<file path="src/sv/kmcd_ram.sv">
// ----------------------------------------------------------------------------
// kmcd_ram
// Generic single-write, single-read RAM with registered read data.
// ----------------------------------------------------------------------------
module kmcd_ram #(
   parameter int WIDTH  = 10,
   parameter int DEPTH  = 144,
   parameter int ADDR_W = (DEPTH > 1) ? $clog2(DEPTH) : 1
) (
   input  logic              clock,
   input  logic              wr_en,
   input  logic [ADDR_W-1:0] wr_addr,
   input  logic [WIDTH-1:0]  wr_data,
   input  logic              rd_en,
   input  logic [ADDR_W-1:0] rd_addr,
   output logic [WIDTH-1:0]  rd_data_ff
);

   logic [WIDTH-1:0] mem_ff [DEPTH];

   always_ff @(posedge clock) begin
      if (wr_en) begin
         mem_ff[wr_addr] <= wr_data;
      end
      if (rd_en) begin
         rd_data_ff <= mem_ff[rd_addr];
      end
   end

endmodule

</file>
<file path="config.mk">
export PLATFORM = sky130hd
export DESIGN_NAME = kmcd_ram
export DESIGN_NICKNAME = d
export VERILOG_FILES = /design/src/sv/kmcd_ram.sv
export SDC_FILE = /design/constraint.sdc
export NUM_CORES = 1
export LEC_CHECK = 0
export BUFFER_PORTS_ARGS = -buffer_cell sky130_fd_sc_hd__buf_2
export CAP_MARGIN = 20
export CORE_AREA = 2 2 302 304
export DETAILED_ROUTE_END_ITERATION = 10
export DIE_AREA = 0 0 304 306
export PLACE_DENSITY = 0.81
export SYNTH_ARGS = -nofsm -noshare
export SYNTH_HDL_FRONTEND = slang
export SYNTH_SLANG_ARGS = --single-unit
</file>
<file path="constraint.sdc">
create_clock -name clock -period 4.19 [get_ports clock]
set_input_delay 1.0475 -clock clock [delete_from_list [all_inputs] [get_ports clock]]
set_output_delay 1.0475 -clock clock [all_outputs]
set_load 0.005 [all_outputs]
</file>
; Yosys cells after proc, flatten, opt, wreduce, memory -nomap -nowiden
; Memories as Yosys holds them, arrays and structs flattened. A register that Yosys moved wholly into a read port is not among the register bits.
; Cells that the tools add are included.
[classes]
n_mux = 2
[op_table]
columns = op, n
row1 = two-way mux 1 bit, 2
[totals]
memories = 1
in_bits = 29
ramBits = 1440
reg_bits = 0
[mem_list]
columns = memory, depth, width, rd, rd_ports_with_merged_regs, write_ports, line
row1 = mem_ff, 144, 10, 1, 1, 1, 19  ; logic [WIDTH-1:0] mem_ff [DEPTH];

; Depth between registers and ports, before layout
; Gate-level depths: netlist of run 1.
[depth]
ltp_word = 2
ltp_mapped = 12

; Worst setup path after synthesis of run 1
; Ideal clock, no wire load.
[synth_path]
kind = input to register
startpoint = input rd_addr[0]
endpoint = register rd_data_ff[7], read port of mem_ff, data pin
stages = 7
required_time_ps = 3932
setup_ps = 258
t_arrival_ps = 2992
path_slack_ps = 940
cell_sequence = buf_6 buf_12 buf_6 buf_2 mux4_2 mux4_2 o221a_2
[synth_rtl]
columns = item, line
row1 = "start, declared", 15  ; input logic [ADDR_W-1:0] rd_addr,
row2 = "end, declared", 16  ; output logic [WIDTH-1:0] rd_data_ff

==> flow_metrics.env, run 1 <==
export IMPL_final_common_cell="edfxtp_1"
export IMPL_final_setup_viol_count=0
export IMPL_synth_top_area_share=0.773
export IMPL_dp_cells=3880
export IMPL_finalNetCount=2876
export IMPL_seqCellArea_um2=43500
export IMPL_drv_slew=0
export IMPL_clkLatencyLatePin_ps=760
export IMPL_max_freq_ghz=0.287
export IMPL_clk_pin_slew_worst_paths_ps=60
export IMPL_clkSinkCount=1450
export IMPL_p_per_area_nw_per_um2=465
export IMPL_firstDrtPassIters=6
export IMPL_final_cell_mix="1,450 x edfxtp_1, 343 x mux4_2, 251 x buf_4, 172 x nor2_1, 139 x clkbuf_16"
export IMPL_io_buffers=38
export IMPL_r2r_slack_ps=1390
export IMPL_die_area_um2=93000
export IMPL_ir_drop_uv=628
export IMPL_synth_seq_cells=1450
export IMPL_syn_area_per_cell_um2=22.0
export IMPL_synth_yosys_warnings=0
export IMPL_worst_slew_pin_slew_ps=1240
export IMPL_endpoint_kind="flip-flop"
export IMPL_synth_area_top_cells="edfxtp_1 77%, mux4_2 14%, mux2i_1 2.3%"
export IMPL_row_count=110
export IMPL_syn_inst=2555
export IMPL_endpoint="rd_data_ff[1]"
export IMPL_coreArea_um2=89600
export IMPL_drv_cap=0
export IMPL_min_from="rd_en"
export IMPL_placement_cell_area_um2=59400
export IMPL_skew_ps=17.1
export IMPL_yosysSeqAreaShare=0.773
export IMPL_crit_path_start="rd_addr[0]"
export IMPL_synth_edf_count=1450
export IMPL_worst_r2r_cell_count=7
export IMPL_critPathRequiredTime_ps=4650
export IMPL_track_usage=0.314
export IMPL_rr_endpoint="rd_data_ff[1]"
export IMPL_area_growth_pct=13.1
export IMPL_hold_viol_final=0
export IMPL_numCtsBuffers=138
export IMPL_post_cts_resized=0
export IMPL_p_leak_nw=20.4
export IMPL_hold_path_class="in2reg"
export IMPL_drt_iter0_markers=4690
export IMPL_routed_wl_um=143000
export IMPL_holdBufCountCts=0
export IMPL_vias=29139
export IMPL_fin_area_um2=63700
export IMPL_ios=39
export IMPL_min_path_cells=1
export IMPL_grt_pass1_wl_um=207000
export IMPL_status="complete, no violations"
export IMPL_crit_arrival_ps=3950
export IMPL_startpoint_type="primary input"
export IMPL_fill_cells=4814
export IMPL_gp_congestion=0.964
export IMPL_initial_utilization=0.629
export IMPL_synth_distinct_cells=43
export IMPL_cts_htree_levels=4
export IMPL_wl_per_cell_um=34.5
export IMPL_regToRegStartpoint="mem_ff[11][1]"
export IMPL_timing_final_crit_period_ps=3490
export IMPL_crit_type="in2reg"
export IMPL_die_w_um=304
export IMPL_grt_pass1_vias=29575
export IMPL_postCtsSetupBuffers=0
export IMPL_vias_per_cell=7.04
export IMPL_multi_input_area_um2=11900
export IMPL_synth_ff_type="edfxtp_1"
export IMPL_ant_nets=0
export IMPL_fin_cells=4142
export IMPL_synth_fp_nets=2584
export IMPL_drive_above_1_share=0.291
export IMPL_cts_tree="built"
export IMPL_clk_path_buf_depth=3
export IMPL_grt_max_degree=98
export IMPL_antenna_found_initial=8
export IMPL_crit_fanout=27
export IMPL_netlist_area_um2=56300
export IMPL_hpwl_um=84400
export IMPL_rsz0062_at_grt="false"
export IMPL_maxSlewHeadroom=0.166
export IMPL_clock_root_buffer="clkbuf_16"
export IMPL_die_height_um=306
export IMPL_drc_errors=0
export IMPL_async_reset_ff_frac=0
export IMPL_synth_top_cell_by_area="edfxtp_1"
export IMPL_grt_ovfl_total=0
export IMPL_fin_crit_sh=0.832
export IMPL_fin_setup_tns_ps=0
export IMPL_hold_ws_ps=750
==> area by class of cell <==
type / count / share of cell area
sequential: 1450 / 0.683
multi-input combinational: 957 / 0.187
clock buffer: 159 / 0.0558
timing repair buffer: 297 / 0.0378
tap: 1176 / 0.0231
clock inverter: 94 / 0.0122
antenna: 6 / 0.000236
inverter: 3 / 0.000177
==> critical path: stages <==
cell     delay, ps
buf_8          170
buf_12         260
buf_12         260
mux4_2         530
mux2_2         270
o22ai_1        210
nor2_1         160
o32ai_1        670
buf_4          230
a31oi_1         50
==> synth_stat cells (all sizes together) (4+ instances only) <==
master     n
edfxtp  1450
mux4     348
nor2     172
mux2i    127
buf       83
clkbuf    62
nand2     40
a211oi    35
nor2b     33
mux2      30
a22oi     27
nand3     21
a21oi     16
o22ai     16
a221o     10
a31oi      9
a41oi      8
nand4      8
nor4b      8
o32ai      8
or4        8
a221oi     4
o21ai      4
==> state kept, by name (all words and copies together) (netlist names) <==
register / count
mem_ff: 1440
rd_data_ff: 10
==> through the flow <==
stage	power [mW]	utilization	setup slack [ps]
6_report	29.6	0.711	702
5_1_grt	30.2	0.711	676
4_1_cts	29.7	0.711	829
3_5_place_dp	17.8	0.662	80.4
3_3_place_gp	17.7	0.662	128
2_1_floorplan	17.1	-	940
==> layer usage <==
metal	track usage	up-vias	wire (um)
met5	0	-	28
met4	0.147	6	7450
met3	0.0823	435	17200
met2	0.506	2265	70300
met1	0.407	15068	48000
li1	-	11365	-
==> kinds of logic (layout without fill, tap and decap cells) <==
logic type / count (synthesis) / in the layout / synth area share
DFF: 1450 / 1450 / 0.773
muxes: 505 / 505 / 0.168
and+or+nand+nor: 302 / 302 / 0.0242
AOI/OAI and AO/OA: 150 / 150 / 0.0198
buffers and inverters: 148 / 553 / 0.0148
other: 0 / 6 / 0
==> how the worst min path moves through the flow <==
stage                                to  slack (ps)
final                     rd_data_ff[0]         750
after global routing      rd_data_ff[0]         710
after CTS                 rd_data_ff[0]         690
after detailed placement  rd_data_ff[0]         840
after global placement    rd_data_ff[0]         810
after floorplan           rd_data_ff[6]         730
==> where the power goes <==
group          switching [mW]  internal (mW)  total (mW)
Sequential             0.0292           16.0        16.0
Combinational           0.949          0.561        1.51
Clock                    5.38           6.70        12.1
Power figures use the tool's default switching activity.
==> run 2: changes to the inputs <==
==> constraint.sdc (replaced) <==
create_clock -name clock -period 3.4 [get_ports clock]
set_input_delay 0.85 -clock clock [delete_from_list [all_inputs] [get_ports clock]]
set_output_delay 0.85 -clock clock [all_outputs]
set_load 0.005 [all_outputs]
==> run 2 against run 1 <==
Against the previous run: utilization is 0.77 points higher; power up 25%; critical endpoint is now rd_data_ff[0]; first-iteration DRC count decreased by 3.9%; critical path type unchanged; register-to-register slack got worse by 980 ps; sequential cell count did not move; final cell count grew 1.3%; critical path depth did not move; non-clock buffer count grew 52; largest cell class unchanged; highest routed layer is now met4.
==> flow_metrics.env, run 2 (synthesized netlist as in run 1, its figures left out) <==
export IMPL_status="complete, no violations"
export IMPL_worst_r2r_cell_count=8
export IMPL_finalNetCount=2931
export IMPL_crit_fanout=16
export IMPL_rr_endpoint="rd_data_ff[0]"
export IMPL_clock_root_buffer="clkbuf_16"
export IMPL_die_w_um=304
export IMPL_clkLatencyLatePin_ps=760
export IMPL_final_setup_viol_count=0
export IMPL_postCtsSetupBuffers=0
export IMPL_firstDrtPassIters=6
export IMPL_clk_path_buf_depth=3
export IMPL_critPathRequiredTime_ps=3890
export IMPL_rsz0062_at_grt="false"
export IMPL_worstHoldEndpoint="mem_ff[120][0]"
export IMPL_vias=28887
export IMPL_utilization=0.719
export IMPL_clkSinkCount=1450
export IMPL_cts_tree="built"
export IMPL_wl_per_cell_um=33.5
export IMPL_hpwl_um=83100
export IMPL_area_growth_pct=14.4
export IMPL_max_freq_ghz=0.301
export IMPL_routed_top_layer="met4"
export IMPL_timing_final_crit_period_ps=3330
export IMPL_largest_reg_flops=1440
export IMPL_switchingPower_mw=7.84
export IMPL_largest_registers="mem_ff (1440), rd_data_ff (10)"
export IMPL_holdBufCountCts=0
export IMPL_gp_congestion=0.916
export IMPL_drc_errors=0
export IMPL_coreArea_um2=89600
export IMPL_seqPwrFrac=0.535
export IMPL_multi_input_area_um2=11900
export IMPL_io_buffers=38
export IMPL_antenna_found_initial=8
export IMPL_drv_slew=0
export IMPL_initial_utilization=0.629
export IMPL_row_count=110
export IMPL_ios=39
export IMPL_top_register="mem_ff"
export IMPL_die_area_um2=93000
export IMPL_drive_above_1_share=0.303
export IMPL_numCtsBuffers=141
export IMPL_min_from="wr_data[0]"
export IMPL_wl_met2_um=69000
export IMPL_crit_arrival_ps=3810
export IMPL_m1WireLength_um=48800
export IMPL_worst_slew_pin_slew_ps=1090
export IMPL_ir_drop_uv=572
export IMPL_grt_pass1_vias=29419
export IMPL_drv_cap=0
export IMPL_r2r_slack_ps=410
export IMPL_drt_iter0_markers=4506
export IMPL_grt_max_degree=145
export IMPL_regToRegStartpoint="mem_ff[8][0]"
export IMPL_clk_pin_slew_worst_paths_ps=60
export IMPL_maxSlewHeadroom=0.273
export IMPL_final_cell_mix="1,450 x edfxtp_1, 343 x mux4_2, 292 x buf_4, 172 x nor2_1, 146 x clkbuf_16"
export IMPL_startpoint_type="primary input"
export IMPL_min_path_cells=1
export IMPL_hold_path_class="in2reg"
export IMPL_p_int_mw=29.1
export IMPL_hold_viol_final=0
export IMPL_cts_htree_levels=4
export IMPL_swShare=0.213
export IMPL_fill_cells=4737
export IMPL_endpoint_kind="flip-flop"
export IMPL_ant_nets=0
export IMPL_p_per_area_nw_per_um2=573
export IMPL_seqCellArea_um2=43500
export IMPL_pwr_share_comb=0.052
export IMPL_final_common_cell="edfxtp_1"
export IMPL_fin_crit_sh=0.979
export IMPL_vias_per_cell=6.89
export IMPL_crit_type="in2reg"
export IMPL_grt_ovfl_total=0
export IMPL_post_cts_resized=0
export IMPL_fin_setup_tns_ps=0
export IMPL_crit_path_start="rd_addr[0]"
export IMPL_p_clk_frac=0.413
export IMPL_die_height_um=306
export IMPL_p_leak_nw=20.8
export IMPL_grt_pass1_wl_um=204000
export IMPL_routed_wl_um=140000
export IMPL_track_usage=0.308
export IMPL_skew_ps=27.2
export IMPL_wl_met3_um=16100
run 2: cell type report:
class	instances	share of cell area
Antenna cell	8	0.000311
Multi-Input combinational cell	957	0.185
Inverter	3	0.000175
Sequential cell	1450	0.676
Clock inverter	72	0.0106
Timing Repair Buffer	349	0.0459
Tap cell	1176	0.0228
Clock buffer	180	0.0587
run 2: layer usage:
| metal | vias up | GRT usage |
|---|---|---|
| li1 | 11469 | - |
| met1 | 14961 | 0.411 |
| met2 | 2105 | 0.495 |
| met3 | 352 | 0.0686 |
| met4 | 0 | 0.139 |
| met5 | - | 0 |
run 2: critical path, cell delays in order:
cell and delay, ps:
buf_8 200, buf_12 230, buf_12 220, mux4_2 540, nor2b_1 150, a211oi_1 250, a211oi_1 130, o32ai_1 900
buf_4 240, a31oi_1 40
run 2: power by group through the flow:
| stage | Combinational [mW] | Sequential, mW | Clock [mW] |
|---|---|---|---|
| finish | 1.92 | 19.7 | 15.2 |
| CTS | 1.89 | 19.7 | 15.4 |
| global placement | 1.80 | 20.1 | 0 |
| detailed placement | 1.86 | 20.1 | 0 |
| global route | 1.99 | 19.7 | 16.0 |
| floorplan | 0.980 | 20.1 | 0 |
run 2: through the flow:
step                      setup slack (ps)  hold WS (ps)  power, mW  cells  cell area, um2
after floorplan                        347           727       21.1   2555           56300
after global placement                -433           785       21.9   3935           59900
after detailed placement              -433           816       22.0   3935           59900
after CTS                              275           367       37.0   4187           64400
after global routing                   153           389       37.7   4193           64400
final                                 72.9           398       36.9   4195           64400
run 2: worst max-delay path by stage:
stage / endpoint / cells after the start
2_1_floorplan: rd_data_ff[7] / 7
3_3_place_gp: rd_data_ff[0] / 10
3_5_place_dp: rd_data_ff[5] / 9
4_1_cts: rd_data_ff[0] / 10
5_1_grt: rd_data_ff[0] / 10
6_report: rd_data_ff[0] / 10
