File: src/sv/kmcd_pkg.sv
// ----------------------------------------------------------------------------
// kmcd_pkg
// Shared types and constants for the key matrix change detector.
// ----------------------------------------------------------------------------
package kmcd_pkg;

   localparam int IDX_W      = 5;
   localparam int COL_W      = 8;
   localparam int MAP_W      = 8;
   localparam int KEY_W      = 10;
   localparam int SCAN_W     = 8;
   localparam int BYTE_SHIFT = 3;

   typedef enum logic {
      REQ_SAMPLE = 1'b0,
      REQ_MAP    = 1'b1
   } req_kind_type;

   typedef enum logic {
      EV_KEY  = 1'b0,
      EV_SYNC = 1'b1
   } evt_kind_type;

   typedef struct packed {
      evt_kind_type            kind;
      logic [SCAN_W-1:0]       scan_code;
      logic                    pressed;
      logic                    last;
   } evt_type;

endpackage

File: src/sv/kmcd_event_gen.sv
// ----------------------------------------------------------------------------
// kmcd_event_gen
// Previous-scan store, change flag and work register issuing one event per
// cycle while advance is high, changed bits lowest first, then optional sync.
// ----------------------------------------------------------------------------
module kmcd_event_gen import kmcd_pkg::*; #(
   parameter int SCAN_BYTES = 18
) (
   input  logic              clock,
   input  logic              reset,
   input  logic              take,
   input  logic [IDX_W-1:0]  byte_index,
   input  logic [COL_W-1:0]  column_bits,
   input  logic              advance,
   output logic              ready,
   output logic              evt_valid,
   output evt_type           evt
);

   localparam int PW = (SCAN_BYTES > 1) ? $clog2(SCAN_BYTES) : 1;

   logic [COL_W-1:0] prev_ff [SCAN_BYTES];
   logic             change_seen_ff;
   logic             busy_ff;
   logic [IDX_W-1:0] idx_ff;
   logic [COL_W-1:0] now_ff;
   logic [COL_W-1:0] mask_ff;
   logic             sync_ff;

   logic             in_range;
   logic             is_last_byte;
   logic [COL_W-1:0] prev_rd;
   logic [COL_W-1:0] diff;
   logic             sync_req;
   logic             load;
   logic [2:0]       bit_pos;
   logic [COL_W-1:0] mask_in;
   logic             fire;
   logic             done;

   assign in_range     = {1'b0, byte_index} < (IDX_W+1)'(SCAN_BYTES);
   assign is_last_byte = byte_index == IDX_W'(SCAN_BYTES - 1);
   assign prev_rd      = in_range ? prev_ff[byte_index[PW-1:0]] : '0;
   assign diff         = column_bits ^ prev_rd;
   assign sync_req     = is_last_byte && (change_seen_ff || (diff != '0));
   assign load         = take && in_range && ((diff != '0) || sync_req);

   // lowest changed bit
   always_comb begin
      bit_pos = '0;
      for (int i = COL_W - 1; i >= 0; i--) begin
         if (mask_ff[i]) begin
            bit_pos = 3'(i);
         end
      end
   end

   assign mask_in = mask_ff & (mask_ff - COL_W'(1));

   always_comb begin
      evt = '0;
      if (mask_ff != '0) begin
         evt.kind      = EV_KEY;
         evt.scan_code = {idx_ff, bit_pos};
         evt.pressed   = ~now_ff[bit_pos];
         evt.last      = (mask_in == '0) && !sync_ff;
      end else begin
         evt.kind = EV_SYNC;
         evt.last = 1'b1;
      end
   end

   assign evt_valid = busy_ff;
   assign fire      = busy_ff && advance;
   assign done      = fire && evt.last;
   assign ready     = !busy_ff || done;

   always_ff @(posedge clock) begin
      if (reset) begin
         for (int i = 0; i < SCAN_BYTES; i++) begin
            prev_ff[i] <= '0;
         end
         change_seen_ff <= 1'b0;
      end else if (take && in_range) begin
         prev_ff[byte_index[PW-1:0]] <= column_bits;
         if (is_last_byte) begin
            change_seen_ff <= 1'b0;
         end else if (diff != '0) begin
            change_seen_ff <= 1'b1;
         end
      end
   end

   always_ff @(posedge clock) begin
      if (reset) begin
         busy_ff <= 1'b0;
      end else if (load) begin
         busy_ff <= 1'b1;
      end else if (done) begin
         busy_ff <= 1'b0;
      end
   end

   always_ff @(posedge clock) begin
      if (load) begin
         idx_ff  <= byte_index;
         now_ff  <= column_bits;
         mask_ff <= diff;
         sync_ff <= sync_req;
      end else if (fire && (mask_ff != '0)) begin
         mask_ff <= mask_in;
      end
   end

   a_busy_has_work: assert property (@(posedge clock) disable iff (reset)
      busy_ff |-> ((mask_ff != '0) || sync_ff))
      else $error("work register busy with nothing to issue");

   a_sync_is_last: assert property (@(posedge clock) disable iff (reset)
      (evt_valid && (evt.kind == EV_SYNC)) |-> evt.last)
      else $error("sync event not marked last");

   a_load_when_ready: assert property (@(posedge clock) disable iff (reset)
      (fire && !evt.last) |=> busy_ff)
      else $error("work register emptied before last event");

endmodule

File: config.mk
export PLATFORM = sky130hd
export DESIGN_NAME = kmcd_event_gen
export DESIGN_NICKNAME = d
export VERILOG_FILES = /design/src/sv/kmcd_pkg.sv /design/src/sv/kmcd_event_gen.sv
export SDC_FILE = /design/constraint.sdc
export NUM_CORES = 1
export LEC_CHECK = 0
export ABC_AREA = 1
export ABC_CLOCK_PERIOD_IN_PS = 2600
export BUFFER_PORTS_ARGS = -buffer_cell sky130_fd_sc_hd__clkbuf_2
export CAP_MARGIN = 20
export CORE_UTILIZATION = 50
export CTS_CLUSTER_DIAMETER = 30
export DETAILED_ROUTE_END_ITERATION = 8
export PLACE_DENSITY = 0.66
export SLEW_MARGIN = 20
export SYNTH_ARGS = -nofsm -noshare
export SYNTH_HDL_FRONTEND = slang
export SYNTH_SLANG_ARGS = --single-unit
File: constraint.sdc
create_clock -name clock -period 2.6 [get_ports clock]
set_input_delay 0.13 -clock clock [delete_from_list [all_inputs] [get_ports clock]]
set_output_delay 0.13 -clock clock [all_outputs]
set_load 0.1 [all_outputs]
* Word-level counts from Yosys, hierarchy flattened *
Memory sizes are Yosys's and may differ from the RTL's.
Index checks and enable logic that the tools add are counted.

storage, ports and cells
  register bits = 24
  RAM bits = 144
  input bits = 17
  output and inout port bits = 13
  word-level logic and storage cells = 62
  memories kept = 1

memory list
  memory   words  width  read ports  clocked after Yosys merged registers in  wr ports  line                  RTL
  prev_ff  18     8      1           0                                        18        kmcd_event_gen.sv:22  logic [COL_W-1:0] prev_ff [SCAN_BYTES];

operators by class
  add/sub/neg operators = 1
  magnitude comparators = 2
  eq/ne operators = 1
  multiplexer cells = 28
  bitwise gates (word level) = 3
  reductions and logical operators = 20

operators by type and width
  operator                                                    count
  two-way mux 8 bit                                           4
  two-way mux 3 bit                                           8
  nonzero test 8 bit                                          2
  two-way mux 1 bit                                           13
  two-way mux 9 bit                                           1
  bitwise AND 8 bit                                           1
  logical NOT 8 bit                                           1
  OR reduction 8 bit                                          1
  subtractor 8 x 1 -> 8 bit, second input constant            1
  bitwise XOR 8 bit                                           1
  logical AND 1 bit                                           7
  nonzero test 2 bit                                          3
  == test 5 bit, second input constant                        1
  less-than comparator 5 bit, second input constant           1
  two-way mux 5 bit                                           1
  less-than comparator 3 x 4 -> 1 bit, second input constant  1
  binary-select mux 1 bit (select 3 bit)                      1
  logical OR 1 bit                                            3
  logical NOT 1 bit                                           2
  AND reduction 2 bit                                         1
  NOT 1 bit                                                   1

* Longest topological paths before layout *
Gate-level depths: netlist of run 1.

  depth in word-level cells = 12
  depth in mapped cells = 21
  gate-level depth less buffers = 19

* Least setup slack after synthesis of run 1 *
Ideal clock, no wire load.

  kind = register to register
  start point = reg mask_ff[1]
  end point = reg busy_ff (netlist: evt_valid)
  data arrival time = 5.241 ns
  data required time = 2.490 ns
  path slack = -2.751 ns
  stages on the path, launching flop included = 13
  buffers on the path = 0
  period minus slack after synthesis = 5.351 ns
  cell sequence = edfxtp_1 nor2_1 nand2_1 inv_1 nand2_1 nand2_1 inv_1 o41ai_1 nand2_1 nand2_1 nand3_1 nand2_1 inv_1

RTL lines
  element                   line                   RTL
  start: declaration        kmcd_event_gen.sv:27   logic [COL_W-1:0] mask_ff;
  start signal: assignment  kmcd_event_gen.sv:108  mask_ff <= diff;
  start signal: assignment  kmcd_event_gen.sv:111  mask_ff <= mask_in;
  end signal: assignment    kmcd_event_gen.sv:96   busy_ff <= 1'b0;
  end signal: assignment    kmcd_event_gen.sv:98   busy_ff <= 1'b1;
  end signal: assignment    kmcd_event_gen.sv:100  busy_ff <= 1'b0;
  end: declaration          kmcd_event_gen.sv:24   logic busy_ff;

==> impl_metrics.xml, run 1 <==
<?xml version="1.0" encoding="UTF-8"?>
<metrics>
  <group name="outcome">
    <metric name="run_status" unit="">finished clean</metric>
  </group>
  <group name="pwr">
    <metric name="report.power.total" unit="mW">6.83</metric>
    <metric name="clock_power_share" unit="%">37.3</metric>
    <metric name="p_per_area" unit="nW/µm²">663</metric>
    <metric name="combinationalPowerShare" unit="%">11.7</metric>
    <metric name="seq_power_share" unit="%">51.0</metric>
    <metric name="peakVddDrop" unit="mV">0.474</metric>
    <metric name="switching_fraction_of_total_power" unit="%">25.7</metric>
    <metric name="power.net_switching" unit="mW">1.76</metric>
    <metric name="internal_power" unit="mW">5.07</metric>
    <metric name="power.leakage" unit="nW">4.42</metric>
  </group>
  <group name="floorplanning">
    <metric name="floorplan.die.height" unit="µm">135</metric>
    <metric name="die-area" unit="µm²">18100</metric>
    <metric name="io-pin-count" unit="">30</metric>
    <metric name="core_area" unit="µm²">17200</metric>
    <metric name="number_of_core_rows" unit="">48</metric>
    <metric name="dieWidth" unit="µm">135</metric>
    <metric name="start_util" unit="%">51.1</metric>
  </group>
  <group name="cts">
    <metric name="clkLatencyLatePin" unit="ns">0.44</metric>
    <metric name="cts_root_buffer" unit="">sky130_fd_sc_hd__clkbuf_16</metric>
    <metric name="ctsHtreeMaxLevel" unit="">4</metric>
    <metric name="post-cts-setup-buffers" unit="">0</metric>
    <metric name="cts.path.max_buffers" unit="">2</metric>
    <metric name="cts_tree" unit="">done</metric>
    <metric name="clock_sink_count" unit="">184</metric>
    <metric name="clk_transition_reported_paths" unit="ns">0.07</metric>
    <metric name="numCtsBuffers" unit="">17</metric>
  </group>
  <group name="cells_and_area">
    <metric name="diodes" unit="">0</metric>
    <metric name="drive_above_1_share" unit="%">12.1</metric>
    <metric name="non_filler_cells_final" unit="">1306</metric>
    <metric name="final_net_count" unit="">1085</metric>
    <metric name="regArea" unit="µm²">5510</metric>
    <metric name="area_delta_synth_final" unit="%">17.0</metric>
    <metric name="fill_cells" unit="">1507</metric>
    <metric name="multi_input_comb_area" unit="µm²">2750</metric>
  </group>
  <group name="critical_path">
    <metric name="critical_path_required" unit="ns">2.47</metric>
    <metric name="path_class" unit="">reg2out</metric>
    <metric name="arrival" unit="ns">2.37</metric>
    <metric name="worst-r2r-cell-count" unit="">16</metric>
    <metric name="worst_r2r_endpoint" unit="">mask_ff[4]$_DFFE_PP_</metric>
    <metric name="startpoint_type" unit="">register</metric>
    <metric name="crit-reg2reg-launch" unit="">prev_ff[7][1]$_SDFFCE_PN0P_</metric>
    <metric name="critical_path.endpoint_type" unit="">output port</metric>
    <metric name="path_max_fanout" unit="">3</metric>
    <metric name="worst-r2r-setup-slack" unit="ns">0.41</metric>
  </group>
  <group name="routing">
    <metric name="wire_per_inst" unit="µm">16.7</metric>
    <metric name="routed-via-count" unit="">6799</metric>
    <metric name="drt_iter0_markers" unit="">674</metric>
    <metric name="1st_pass_router_iterations" unit="">5</metric>
    <metric name="post_drt_via_cell_ratio" unit="">5.21</metric>
    <metric name="detail_route.wirelength" unit="mm">21.8</metric>
    <metric name="drc" unit="">0</metric>
    <metric name="drtAntennaViolNets" unit="">0</metric>
  </group>
  <group name="yosys">
    <metric name="synth_edf_count" unit="">182</metric>
    <metric name="yosys.area.top_type_share" unit="%">62.1</metric>
    <metric name="synth.cell_area" unit="µm²">8800</metric>
    <metric name="synthesis.yosys.warnings" unit="">0</metric>
    <metric name="ys_async_sr_fraction" unit="%">0</metric>
    <metric name="ys_dominant_reg_cell" unit="">sky130_fd_sc_hd__edfxtp_1</metric>
    <metric name="synth.largest_area_cell" unit="">sky130_fd_sc_hd__edfxtp_1</metric>
    <metric name="ys_seq_area_share" unit="%">62.5</metric>
    <metric name="synth.area.top_cells" unit="">sky130_fd_sc_hd__edfxtp_1 (62%), sky130_fd_sc_hd__nand2_1 (12%), sky130_fd_sc_hd__nor2_1 (8.1%)</metric>
    <metric name="post-synth-top-count-cell" unit="">sky130_fd_sc_hd__nand2_1</metric>
    <metric name="ys_top_cells_by_count" unit="">sky130_fd_sc_hd__nand2_1 (290), sky130_fd_sc_hd__nor2_1 (190), sky130_fd_sc_hd__edfxtp_1 (182)</metric>
    <metric name="synth_cells" unit="">987</metric>
    <metric name="number_of_different_library_cells_in_the_post_synthesis_netlist" unit="">32</metric>
    <metric name="flops_latches_synth" unit="">184</metric>
    <metric name="syn-mean-instance-area" unit="µm²">8.92</metric>
  </group>
  <group name="min_path">
    <metric name="hp-start" unit="">reset</metric>
    <metric name="holdPathStages" unit="">4</metric>
    <metric name="min-delay-path-class" unit="">in2reg</metric>
    <metric name="worstHoldEndpoint" unit="">evt_valid$_SDFFE_PP0P_</metric>
  </group>
  <group name="grt">
    <metric name="gr-total-overflow" unit="">0</metric>
    <metric name="antenna_found_initial" unit="">0</metric>
    <metric name="grt_start_max_net_pins" unit="">41</metric>
    <metric name="grt_pass1_wl" unit="mm">33.9</metric>
    <metric name="grt_pass1_vias" unit="">6205</metric>
    <metric name="global_route.usage.total" unit="%">25.4</metric>
  </group>
  <group name="sta">
    <metric name="worst_slew_margin_rel" unit="%">47.4</metric>
    <metric name="grt_setup_unrepaired" unit="">no</metric>
    <metric name="fmaxAchievable" unit="MHz">399</metric>
    <metric name="setup_violations" unit="">0</metric>
    <metric name="slew_at_the_pin_closest_to_its_max_slew_limit" unit="ns">0.789</metric>
    <metric name="report.final.slew_viol_count" unit="">0</metric>
    <metric name="time_the_worst_path_needs_with_i_o_delays_and_setup" unit="ns">2.50</metric>
    <metric name="finalHoldViolations" unit="">0</metric>
    <metric name="fin_worst_skew" unit="ns">0.0122</metric>
    <metric name="timing.final.crit_share" unit="%">96.3</metric>
  </group>
  <group name="placed_design">
    <metric name="dp.cells" unit="">1265</metric>
    <metric name="detailed_place_hpwl" unit="mm">15.0</metric>
    <metric name="globalplace.congestion" unit="">0.901</metric>
    <metric name="numPortBuffers" unit="">29</metric>
  </group>
  <group name="run">
    <metric name="drv.max_cap_violation_count" unit="">0</metric>
  </group>
</metrics>
cell type report:
class | count | share of cell area [%]
Clock buffer | 18 | 4.16
Timing Repair Buffer | 85 | 6.48
Tap cell | 225 | 2.73
Sequential cell | 184 | 53.4
Clock inverter | 14 | 1.42
Inverter | 139 | 5.09
Multi-Input combinational cell | 641 | 26.7
metrics by stage:
step / setup slack (ns) / hold WS, ns / utilization [%] / area, µm² / setup TNS [ns]
2_1_floorplan: -0.268 / 0.229 / - / 8940 / -0.432
3_3_place_gp: 0.200 / 0.351 / 55.8 / 9620 / 0
3_5_place_dp: 0.173 / 0.352 / 55.8 / 9620 / 0
4_1_cts: 0.0482 / 0.0628 / 59.7 / 10300 / 0
5_1_grt: 0.00426 / 0.107 / 59.8 / 10300 / 0
6_report: 0.0964 / 0.0813 / 59.8 / 10300 / 0
power groups by stage:
stage / clock network, mW / logic, mW / registers (mW)
floorplan: 0 / 0.532 / 3.54
global placement: 0 / 0.768 / 3.54
detailed placement: 0 / 0.772 / 3.55
CTS: 2.57 / 0.789 / 3.48
global route: 2.68 / 0.873 / 3.50
finish: 2.55 / 0.798 / 3.48
registers in the layout, indices dropped and copies added, names as in the netlist:
name / count
idx_ff: 5
evt_valid: 1
prev_ff: 160
mask_ff: 8
change_seen_ff: 1
sync_ff: 1
now_ff: 8
critical path: stages, from the launching register on:
cell and delay (ns):
sky130_fd_sc_hd__edfxtp_1 0.42, sky130_fd_sc_hd__inv_1 0.10, sky130_fd_sc_hd__nand2_1 0.11, sky130_fd_sc_hd__o21ai_1 0.21, sky130_fd_sc_hd__nand3_1 0.16, sky130_fd_sc_hd__o41ai_4 0.41
sky130_fd_sc_hd__clkbuf_2 0.52
layer usage:
layer / up-vias / global-route usage, % / share of wire (%) / routed length, µm
met2: 275 / 38.7 / 46 / 9930
met1: 3182 / 36.1 / 44 / 9660
met4: 0 / 10.8 / 2.8 / 610
met3: 41 / 4.54 / 7.2 / 1560
met5: - / 0 / 0 / 0
li1: 3301 / - / - / -
worst max path at each step:
| stage | from | to | slack (ns) | depth (start not counted) |
|---|---|---|---|---|
| finish | mask_ff[0]$_SDFFCE_PN0P_ | evt[0] | 0.1 | 6 |
| global route | mask_ff[0]$_SDFFCE_PN0P_ | ready | 0.004 | 8 |
| CTS | mask_ff[0]$_SDFFCE_PN0P_ | evt[0] | 0.05 | 6 |
| detailed placement | byte_index[0] | mask_ff[2]$_DFFE_PP_ | 0.17 | 18 |
| global placement | byte_index[0] | mask_ff[2]$_DFFE_PP_ | 0.20 | 18 |
| floorplan | mask_ff[2]$_DFFE_PP_ | evt_valid$_SDFFE_PP0P_ | -0.27 | 10 |
layout by cell type, fill, tap and decap left out, types with 3 or more instances in the layout:
| cell type | netlist | layout |
|---|---|---|
| sky130_fd_sc_hd__conb_1 | 1 | 16 |
| sky130_fd_sc_hd__a22oi_1 | 8 | 8 |
| sky130_fd_sc_hd__a21oi_1 | 20 | 18 |
| sky130_fd_sc_hd__clkbuf_2 | 0 | 27 |
| sky130_fd_sc_hd__buf_12 | 0 | 6 |
| sky130_fd_sc_hd__clkbuf_16 | 0 | 17 |
| sky130_fd_sc_hd__nand2_1 | 290 | 287 |
| sky130_fd_sc_hd__dlygate4sd3_1 | 0 | 9 |
| sky130_fd_sc_hd__o21ai_0 | 17 | 15 |
| sky130_fd_sc_hd__nor2_4 | 1 | 3 |
| sky130_fd_sc_hd__inv_2 | 4 | 5 |
| sky130_fd_sc_hd__nand2_2 | 2 | 4 |
| sky130_fd_sc_hd__buf_4 | 1 | 42 |
| sky130_fd_sc_hd__inv_1 | 133 | 132 |
| sky130_fd_sc_hd__inv_6 | 0 | 5 |
| sky130_fd_sc_hd__o21ai_1 | 5 | 7 |
| sky130_fd_sc_hd__nor2_1 | 190 | 188 |
| sky130_fd_sc_hd__clkinv_2 | 0 | 3 |
| sky130_fd_sc_hd__nand3_1 | 78 | 77 |
| sky130_fd_sc_hd__edfxtp_1 | 182 | 182 |
cells by family (layout without fill, tap and decap cells):
logic type             Yosys count  after routing  synth area share (%)
AOI/OAI and AO/OA               57             57                  3.69
buffers and inverters          177            256                  7.97
and+or+nand+nor                568            568                  25.8
DFF                            184            184                  62.5
other                            1             16                0.0426
what timing repair did:
item	4_1_cts	5_1_grt
cloned	0	0
setup endpoints to repair	1	3
hold buffers	9	0
gates resized for setup	1	3
pin swaps	0	0
hold endpoints to repair	9	0
No activity file was read; power rests on OpenSTA's default activity.
==> run 2: changes to the inputs <==
Settings changed: MAX_ROUTING_LAYER set to met4.
==> run 2 against run 1 <==
Net effect:
- global-route usage up 1.3 points
- clock-buffer cell count up 1
- fmax up 2.9%
- design area down 0.34%
- wire length up 1.3%
- worst hold slack worse by 0.047 ns
- via count down 0.72%
- clock skew down 0.0042 ns
- die area unchanged
- setup slack better by 0.070 ns
==> impl_metrics.xml, run 2 (same netlist as run 1, synthesis figures left out) <==
<?xml version="1.0" encoding="UTF-8"?>
<metrics>
  <group name="outcome">
    <metric name="run_status" unit="">finished clean</metric>
  </group>
  <group name="sta">
    <metric name="report.final.slew_viol_count" unit="">0</metric>
    <metric name="setup_violations" unit="">0</metric>
    <metric name="slew_at_the_pin_closest_to_its_max_slew_limit" unit="ns">0.727</metric>
    <metric name="fin_ws" unit="ns">0.166</metric>
    <metric name="finalHoldViolations" unit="">0</metric>
    <metric name="timing.final.crit_share" unit="%">93.6</metric>
    <metric name="time_the_worst_path_needs_with_i_o_delays_and_setup" unit="ns">2.43</metric>
    <metric name="fin_worst_skew" unit="ns">0.00801</metric>
    <metric name="fmaxAchievable" unit="MHz">411</metric>
    <metric name="fin_setup_tns" unit="ns">0</metric>
    <metric name="grt_setup_unrepaired" unit="">no</metric>
    <metric name="worst_slew_margin_rel" unit="%">51.5</metric>
  </group>
  <group name="pwr">
    <metric name="switching_fraction_of_total_power" unit="%">25.9</metric>
    <metric name="power.net_switching" unit="mW">1.73</metric>
    <metric name="p_per_area" unit="nW/µm²">651</metric>
    <metric name="internal_power" unit="mW">4.96</metric>
    <metric name="combinationalPowerShare" unit="%">11.9</metric>
    <metric name="peakVddDrop" unit="mV">0.495</metric>
    <metric name="seq_power_share" unit="%">52.1</metric>
    <metric name="clock_power_share" unit="%">35.9</metric>
    <metric name="power.leakage" unit="nW">4.41</metric>
  </group>
  <group name="critical_path">
    <metric name="path_max_fanout" unit="">3</metric>
    <metric name="critical_path.endpoint_type" unit="">output port</metric>
    <metric name="cell_occurring_most_often_along_the_worst_timing_path" unit="">sky130_fd_sc_hd__nor2_1</metric>
    <metric name="cpMaxStageDelayCell" unit="">sky130_fd_sc_hd__clkbuf_2</metric>
    <metric name="critical_path_required" unit="ns">2.47</metric>
    <metric name="critical-path-top-delay-family" unit="">simple AND/OR/NAND/NOR gates</metric>
    <metric name="maximum_cell_stage_delay_along_the_critical_path" unit="ns">0.51</metric>
    <metric name="timing.critical_path.buf_inv" unit="">1</metric>
    <metric name="arrival" unit="ns">2.30</metric>
    <metric name="critical_path.cell_chain" unit="">nor2_1 &gt; nor2_1 &gt; nor3_1 &gt; nand3_1 &gt; o41ai_4 &gt; clkbuf_2</metric>
    <metric name="path_class" unit="">reg2out</metric>
    <metric name="startpoint_type" unit="">register</metric>
  </group>
  <group name="cells_and_area">
    <metric name="mostFrequentLayoutCells" unit="">sky130_fd_sc_hd__nand2_1 (287), sky130_fd_sc_hd__nor2_1 (188), sky130_fd_sc_hd__edfxtp_1 (182)</metric>
    <metric name="area_delta_synth_final" unit="%">16.6</metric>
    <metric name="largest-register" unit="">prev_ff</metric>
    <metric name="layout.cells.most_common" unit="">sky130_fd_sc_hd__nand2_1</metric>
    <metric name="diodes" unit="">0</metric>
    <metric name="drive_above_1_share" unit="%">12.2</metric>
    <metric name="final_net_count" unit="">1087</metric>
    <metric name="largest_reg_flops" unit="">160</metric>
    <metric name="reg_top3" unit="">prev_ff x160, mask_ff x8, now_ff x8</metric>
  </group>
  <group name="placed_design">
    <metric name="globalplace.congestion" unit="">0.947</metric>
    <metric name="detailed_place_hpwl" unit="mm">15.2</metric>
    <metric name="numPortBuffers" unit="">29</metric>
    <metric name="post-place-ws" unit="ns">0.140</metric>
  </group>
  <group name="routing">
    <metric name="1st_pass_router_iterations" unit="">5</metric>
    <metric name="drtAntennaViolNets" unit="">0</metric>
    <metric name="post_drt_via_cell_ratio" unit="">5.16</metric>
    <metric name="drt_iter0_markers" unit="">715</metric>
    <metric name="routed-via-count" unit="">6750</metric>
    <metric name="drc" unit="">0</metric>
    <metric name="detail_route.wirelength" unit="mm">22.0</metric>
    <metric name="wire_per_inst" unit="µm">16.8</metric>
  </group>
  <group name="cts">
    <metric name="clk_transition_reported_paths" unit="ns">0.07</metric>
    <metric name="cts.path.max_buffers" unit="">2</metric>
    <metric name="clock_sink_count" unit="">184</metric>
    <metric name="cts_root_buffer" unit="">sky130_fd_sc_hd__clkbuf_16</metric>
    <metric name="ctsHtreeMaxLevel" unit="">4</metric>
    <metric name="clkLatencyLatePin" unit="ns">0.44</metric>
    <metric name="numCtsBuffers" unit="">17</metric>
    <metric name="cts_tree" unit="">done</metric>
    <metric name="post-cts-setup-buffers" unit="">0</metric>
  </group>
  <group name="grt">
    <metric name="grt_start_max_net_pins" unit="">33</metric>
    <metric name="grt_pass1_wl" unit="mm">34.3</metric>
    <metric name="grt_pass1_vias" unit="">6399</metric>
    <metric name="global_route.usage.total" unit="%">26.7</metric>
    <metric name="gr-total-overflow" unit="">0</metric>
    <metric name="antenna_found_initial" unit="">0</metric>
  </group>
  <group name="floorplanning">
    <metric name="start_util" unit="%">51.1</metric>
    <metric name="io-pin-count" unit="">30</metric>
    <metric name="number_of_core_rows" unit="">48</metric>
    <metric name="die-area" unit="µm²">18100</metric>
    <metric name="core_area" unit="µm²">17200</metric>
    <metric name="dieWidth" unit="µm">135</metric>
    <metric name="floorplan.die.height" unit="µm">135</metric>
  </group>
  <group name="run">
    <metric name="drv.max_cap_violation_count" unit="">0</metric>
  </group>
  <group name="min_path">
    <metric name="min-delay-path-class" unit="">in2reg</metric>
  </group>
</metrics>
run 2: cell count changes in the layout (fill, tap and decap cells not counted), sizes merged:
cell | before | now
bufinv | 2 | 1
buf | 48 | 51
inv | 143 | 138
dlygate4sd3 | 9 | 8
clkinv | 6 | 11
clkbuf | 46 | 47
run 2: repair_timing:
| action | 4_1_cts | 5_1_grt |
|---|---|---|
| resized for setup | 0 | 5 |
| endpoints found under the hold margin | 8 | 0 |
| setup endpoints to repair | 0 | 3 |
| hold buffers | 8 | 0 |
run 2: path summary, 6_finish.rpt:
path / from / endpoint / slack (ns) / cells past startpoint
setup reg to reg: prev_ff[6][4]$_SDFFCE_PN0P_ / mask_ff[4]$_DFFE_PP_ / 0.38 / 14
setup / recovery: mask_ff[1]$_DFFE_PP_ / evt[0] / 0.17 / 6
hold reg to reg: change_seen_ff$_SDFFE_PP0P_ / change_seen_ff$_SDFFE_PP0P_ / 0.47 / 2
hold / removal: byte_index[4] / idx_ff[4]$_DFFE_PP_ / 0.03 / 1
run 2: power groups by stage:
stage / sequential (mW) / clock [mW] / combinational [mW]
after detailed placement: 3.55 / 0 / 0.771
after global routing: 3.50 / 2.52 / 0.873
after floorplan: 3.54 / 0 / 0.532
after global placement: 3.54 / 0 / 0.769
final: 3.49 / 2.40 / 0.799
after CTS: 3.49 / 2.42 / 0.784
run 2: area by class of cell:
type,count,area [µm²]
multi-input cells,641,2750
clock inverters,13,108
fillers,1519,6970
well taps,225,282
inverters,139,524
flip-flops and latches,184,5510
repair buffers,87,668
clock buffers,19,433
run 2: worst register-to-register path, delay by kind of cell, from the launching register on:
kind                   cells  cell delay, ns
flip-flops                 1            0.37
AND/OR/NAND/NOR           12            1.24
buffers and inverters      1            0.06
AO/OA/AOI/OAI              1            0.21
run 2: metal layers:
metal	GRT usage [%]	part of all wire, %	up-vias	wire length, µm
met3	4.65	6.8	31	1490
met1	36.0	45	3176	9860
met2	40.6	46	249	10200
li1	-	-	3294	-
met4	10.3	2.0	0	433
met5	-	0	-	0
run 2: per-stage QoR:
| step | hold WS [ns] | cells | power [mW] | cell area (µm²) | util [%] |
|---|---|---|---|---|---|
| global route | 0.00797 | 1308 | 6.89 | 10300 | 59.6 |
| CTS | 0.00571 | 1308 | 6.69 | 10300 | 59.5 |
| detailed placement | 0.349 | 1268 | 4.32 | 9630 | 55.9 |
| global placement | 0.350 | 1268 | 4.31 | 9630 | 55.9 |
| floorplan | 0.229 | 1002 | 4.07 | 8940 | - |
| finish | 0.0348 | 1308 | 6.69 | 10300 | 59.6 |
==> run 3: changes to the inputs <==
Settings changed: RECOVER_POWER set to 50.
==> run 3 against run 2 <==
Net effect:
- via count shrank 0.16%
- sequential share of layout area increased by 0.40 points
- design area is 0.74% lower
- register-to-register slack got worse by 0.03 ns
- flip-flop and latch count unchanged
- setup slack got worse by 0.0011 ns
- power down 0.19%
- die area unchanged
- clock skew barely moved
- critical path type unchanged
==> impl_metrics.xml, run 3 (same netlist as run 1, synthesis figures left out) <==
<?xml version="1.0" encoding="UTF-8"?>
<metrics>
  <group name="critical_path">
    <metric name="arrival" unit="ns">2.30</metric>
    <metric name="path_max_fanout" unit="">3</metric>
    <metric name="critical_path.endpoint_type" unit="">output port</metric>
    <metric name="critPathLaunch" unit="">mask_ff[1]$_DFFE_PP_</metric>
    <metric name="startpoint_type" unit="">register</metric>
    <metric name="worst-r2r-cell-count" unit="">14</metric>
    <metric name="path_class" unit="">reg2out</metric>
    <metric name="worst-r2r-setup-slack" unit="ns">0.35</metric>
    <metric name="crit_end" unit="">evt[0]</metric>
    <metric name="worst_r2r_endpoint" unit="">mask_ff[4]$_DFFE_PP_</metric>
    <metric name="crit-reg2reg-launch" unit="">prev_ff[11][0]$_SDFFCE_PN0P_</metric>
    <metric name="critical_path_required" unit="ns">2.47</metric>
  </group>
  <group name="cts">
    <metric name="cts_tree" unit="">done</metric>
    <metric name="cts.path.max_buffers" unit="">2</metric>
    <metric name="clock_sink_count" unit="">184</metric>
    <metric name="clk_transition_reported_paths" unit="ns">0.07</metric>
    <metric name="cts_root_buffer" unit="">sky130_fd_sc_hd__clkbuf_16</metric>
    <metric name="ctsHtreeMaxLevel" unit="">4</metric>
    <metric name="clkLatencyLatePin" unit="ns">0.44</metric>
    <metric name="numCtsBuffers" unit="">17</metric>
    <metric name="post-cts-setup-buffers" unit="">0</metric>
  </group>
  <group name="cells_and_area">
    <metric name="diodes" unit="">0</metric>
    <metric name="final_net_count" unit="">1087</metric>
    <metric name="mostFrequentLayoutCells" unit="">sky130_fd_sc_hd__nand2_1 (287), sky130_fd_sc_hd__nor2_1 (190), sky130_fd_sc_hd__edfxtp_1 (182)</metric>
    <metric name="area_delta_synth_final" unit="%">15.8</metric>
    <metric name="reg_top3" unit="">prev_ff x160, mask_ff x8, now_ff x8</metric>
    <metric name="largest-register" unit="">prev_ff</metric>
    <metric name="non_filler_cells_final" unit="">1308</metric>
    <metric name="drive_above_1_share" unit="%">9.97</metric>
    <metric name="layout.cells.most_common" unit="">sky130_fd_sc_hd__nand2_1</metric>
    <metric name="largest_reg_flops" unit="">160</metric>
    <metric name="final_core_util" unit="%">59.1</metric>
  </group>
  <group name="sta">
    <metric name="setup_violations" unit="">0</metric>
    <metric name="fin_worst_skew" unit="ns">0.00813</metric>
    <metric name="worst_slew_margin_rel" unit="%">23.1</metric>
    <metric name="finalHoldViolations" unit="">0</metric>
    <metric name="fmaxAchievable" unit="MHz">411</metric>
    <metric name="report.final.slew_viol_count" unit="">0</metric>
    <metric name="grt_setup_unrepaired" unit="">no</metric>
    <metric name="timing.final.crit_share" unit="%">93.6</metric>
    <metric name="time_the_worst_path_needs_with_i_o_delays_and_setup" unit="ns">2.43</metric>
    <metric name="slew_at_the_pin_closest_to_its_max_slew_limit" unit="ns">1.16</metric>
    <metric name="fin_ws" unit="ns">0.165</metric>
    <metric name="fin_setup_tns" unit="ns">0</metric>
  </group>
  <group name="grt">
    <metric name="grt_start_max_net_pins" unit="">33</metric>
    <metric name="antenna_found_initial" unit="">0</metric>
    <metric name="grt_pass1_wl" unit="mm">34.3</metric>
    <metric name="grt_pass1_vias" unit="">6399</metric>
    <metric name="gr-total-overflow" unit="">0</metric>
    <metric name="global_route.usage.total" unit="%">26.7</metric>
  </group>
  <group name="pwr">
    <metric name="power.net_switching" unit="mW">1.73</metric>
    <metric name="report.power.total" unit="mW">6.68</metric>
    <metric name="peakVddDrop" unit="mV">0.498</metric>
    <metric name="clock_power_share" unit="%">36.0</metric>
    <metric name="internal_power" unit="mW">4.95</metric>
    <metric name="power.leakage" unit="nW">4.34</metric>
    <metric name="p_per_area" unit="nW/µm²">655</metric>
    <metric name="combinationalPowerShare" unit="%">11.8</metric>
    <metric name="seq_power_share" unit="%">52.2</metric>
    <metric name="switching_fraction_of_total_power" unit="%">25.9</metric>
  </group>
  <group name="floorplanning">
    <metric name="io-pin-count" unit="">30</metric>
    <metric name="floorplan.die.height" unit="µm">135</metric>
    <metric name="start_util" unit="%">51.1</metric>
    <metric name="dieWidth" unit="µm">135</metric>
    <metric name="die-area" unit="µm²">18100</metric>
    <metric name="core_area" unit="µm²">17200</metric>
    <metric name="number_of_core_rows" unit="">48</metric>
  </group>
  <group name="placed_design">
    <metric name="globalplace.congestion" unit="">0.947</metric>
    <metric name="dp.cells" unit="">1268</metric>
    <metric name="detailed_place_hpwl" unit="mm">15.2</metric>
    <metric name="numPortBuffers" unit="">29</metric>
    <metric name="post-place-ws" unit="ns">0.140</metric>
  </group>
  <group name="routing">
    <metric name="detail_route.wirelength" unit="mm">21.9</metric>
    <metric name="post_drt_via_cell_ratio" unit="">5.15</metric>
    <metric name="drt_iter0_markers" unit="">634</metric>
    <metric name="drc" unit="">0</metric>
    <metric name="drtAntennaViolNets" unit="">0</metric>
    <metric name="wire_per_inst" unit="µm">16.8</metric>
    <metric name="routed-via-count" unit="">6739</metric>
    <metric name="1st_pass_router_iterations" unit="">5</metric>
  </group>
  <group name="run">
    <metric name="drv.max_cap_violation_count" unit="">0</metric>
  </group>
  <group name="min_path">
    <metric name="min-delay-path-class" unit="">in2reg</metric>
  </group>
  <group name="outcome">
    <metric name="run_status" unit="">finished clean</metric>
  </group>
</metrics>
-- run 3: how the worst min path moves through the flow --
stage	start	end	slack, ns	cells past startpoint
after floorplan	byte_index[0]	idx_ff[0]$_DFFE_PP_	0.23	0
after global placement	column_bits[6]	now_ff[6]$_DFFE_PP_	0.35	1
after detailed placement	column_bits[6]	now_ff[6]$_DFFE_PP_	0.35	1
after CTS	byte_index[4]	idx_ff[4]$_DFFE_PP_	0.006	1
after global routing	byte_index[4]	idx_ff[4]$_DFFE_PP_	0.08	1
final	reset	evt_valid$_SDFFE_PP0P_	0.06	4
-- run 3: worst max-delay path, stage by stage (launching register included) --
cell and delay (ns):
sky130_fd_sc_hd__edfxtp_1 0.41, sky130_fd_sc_hd__nor2_1 0.18, sky130_fd_sc_hd__nor2_1 0.08, sky130_fd_sc_hd__nor3_1 0.14, sky130_fd_sc_hd__nand3_1 0.15, sky130_fd_sc_hd__o41ai_4 0.38, sky130_fd_sc_hd__clkbuf_2 0.51
-- run 3: stage by stage --
step	hold WS, ns	instance area, µm²
finish	0.0648	10200
global route	0.0788	10200
CTS	0.00571	10300
detailed placement	0.349	9630
global placement	0.350	9630
floorplan	0.229	8940
-- run 3: what timing repair did --
item                                    CTS  global route
resized for setup                         0             5
endpoints found under the setup margin    0             3
endpoints found under the hold margin     8             0
hold buffers                              8             0
-- run 3: power groups by stage --
stage	Sequential (mW)	Combinational, mW	Clock [mW]
after floorplan	3.54	0.532	0
final	3.49	0.786	2.40
after global placement	3.54	0.769	0
after global routing	3.50	0.861	2.52
after detailed placement	3.55	0.771	0
after CTS	3.49	0.784	2.42
-- run 3: layout make-up --
cell class                 instances  area [µm²]
timing repair buffer              87         606
clock buffer                      19         433
inverter                         139         524
sequential                       184        5510
clock inverter                    13         108
tap                              225         282
fill                            1539        7040
multi-input combinational        641        2740
-- run 3: routing by layer --
metal | vias up | wire [µm] | GRT usage [%]
met5 | - | 0 | -
met4 | 0 | 505 | 10.3
met3 | 39 | 1650 | 4.65
met2 | 250 | 10100 | 40.6
met1 | 3155 | 9710 | 36.0
li1 | 3295 | - | -
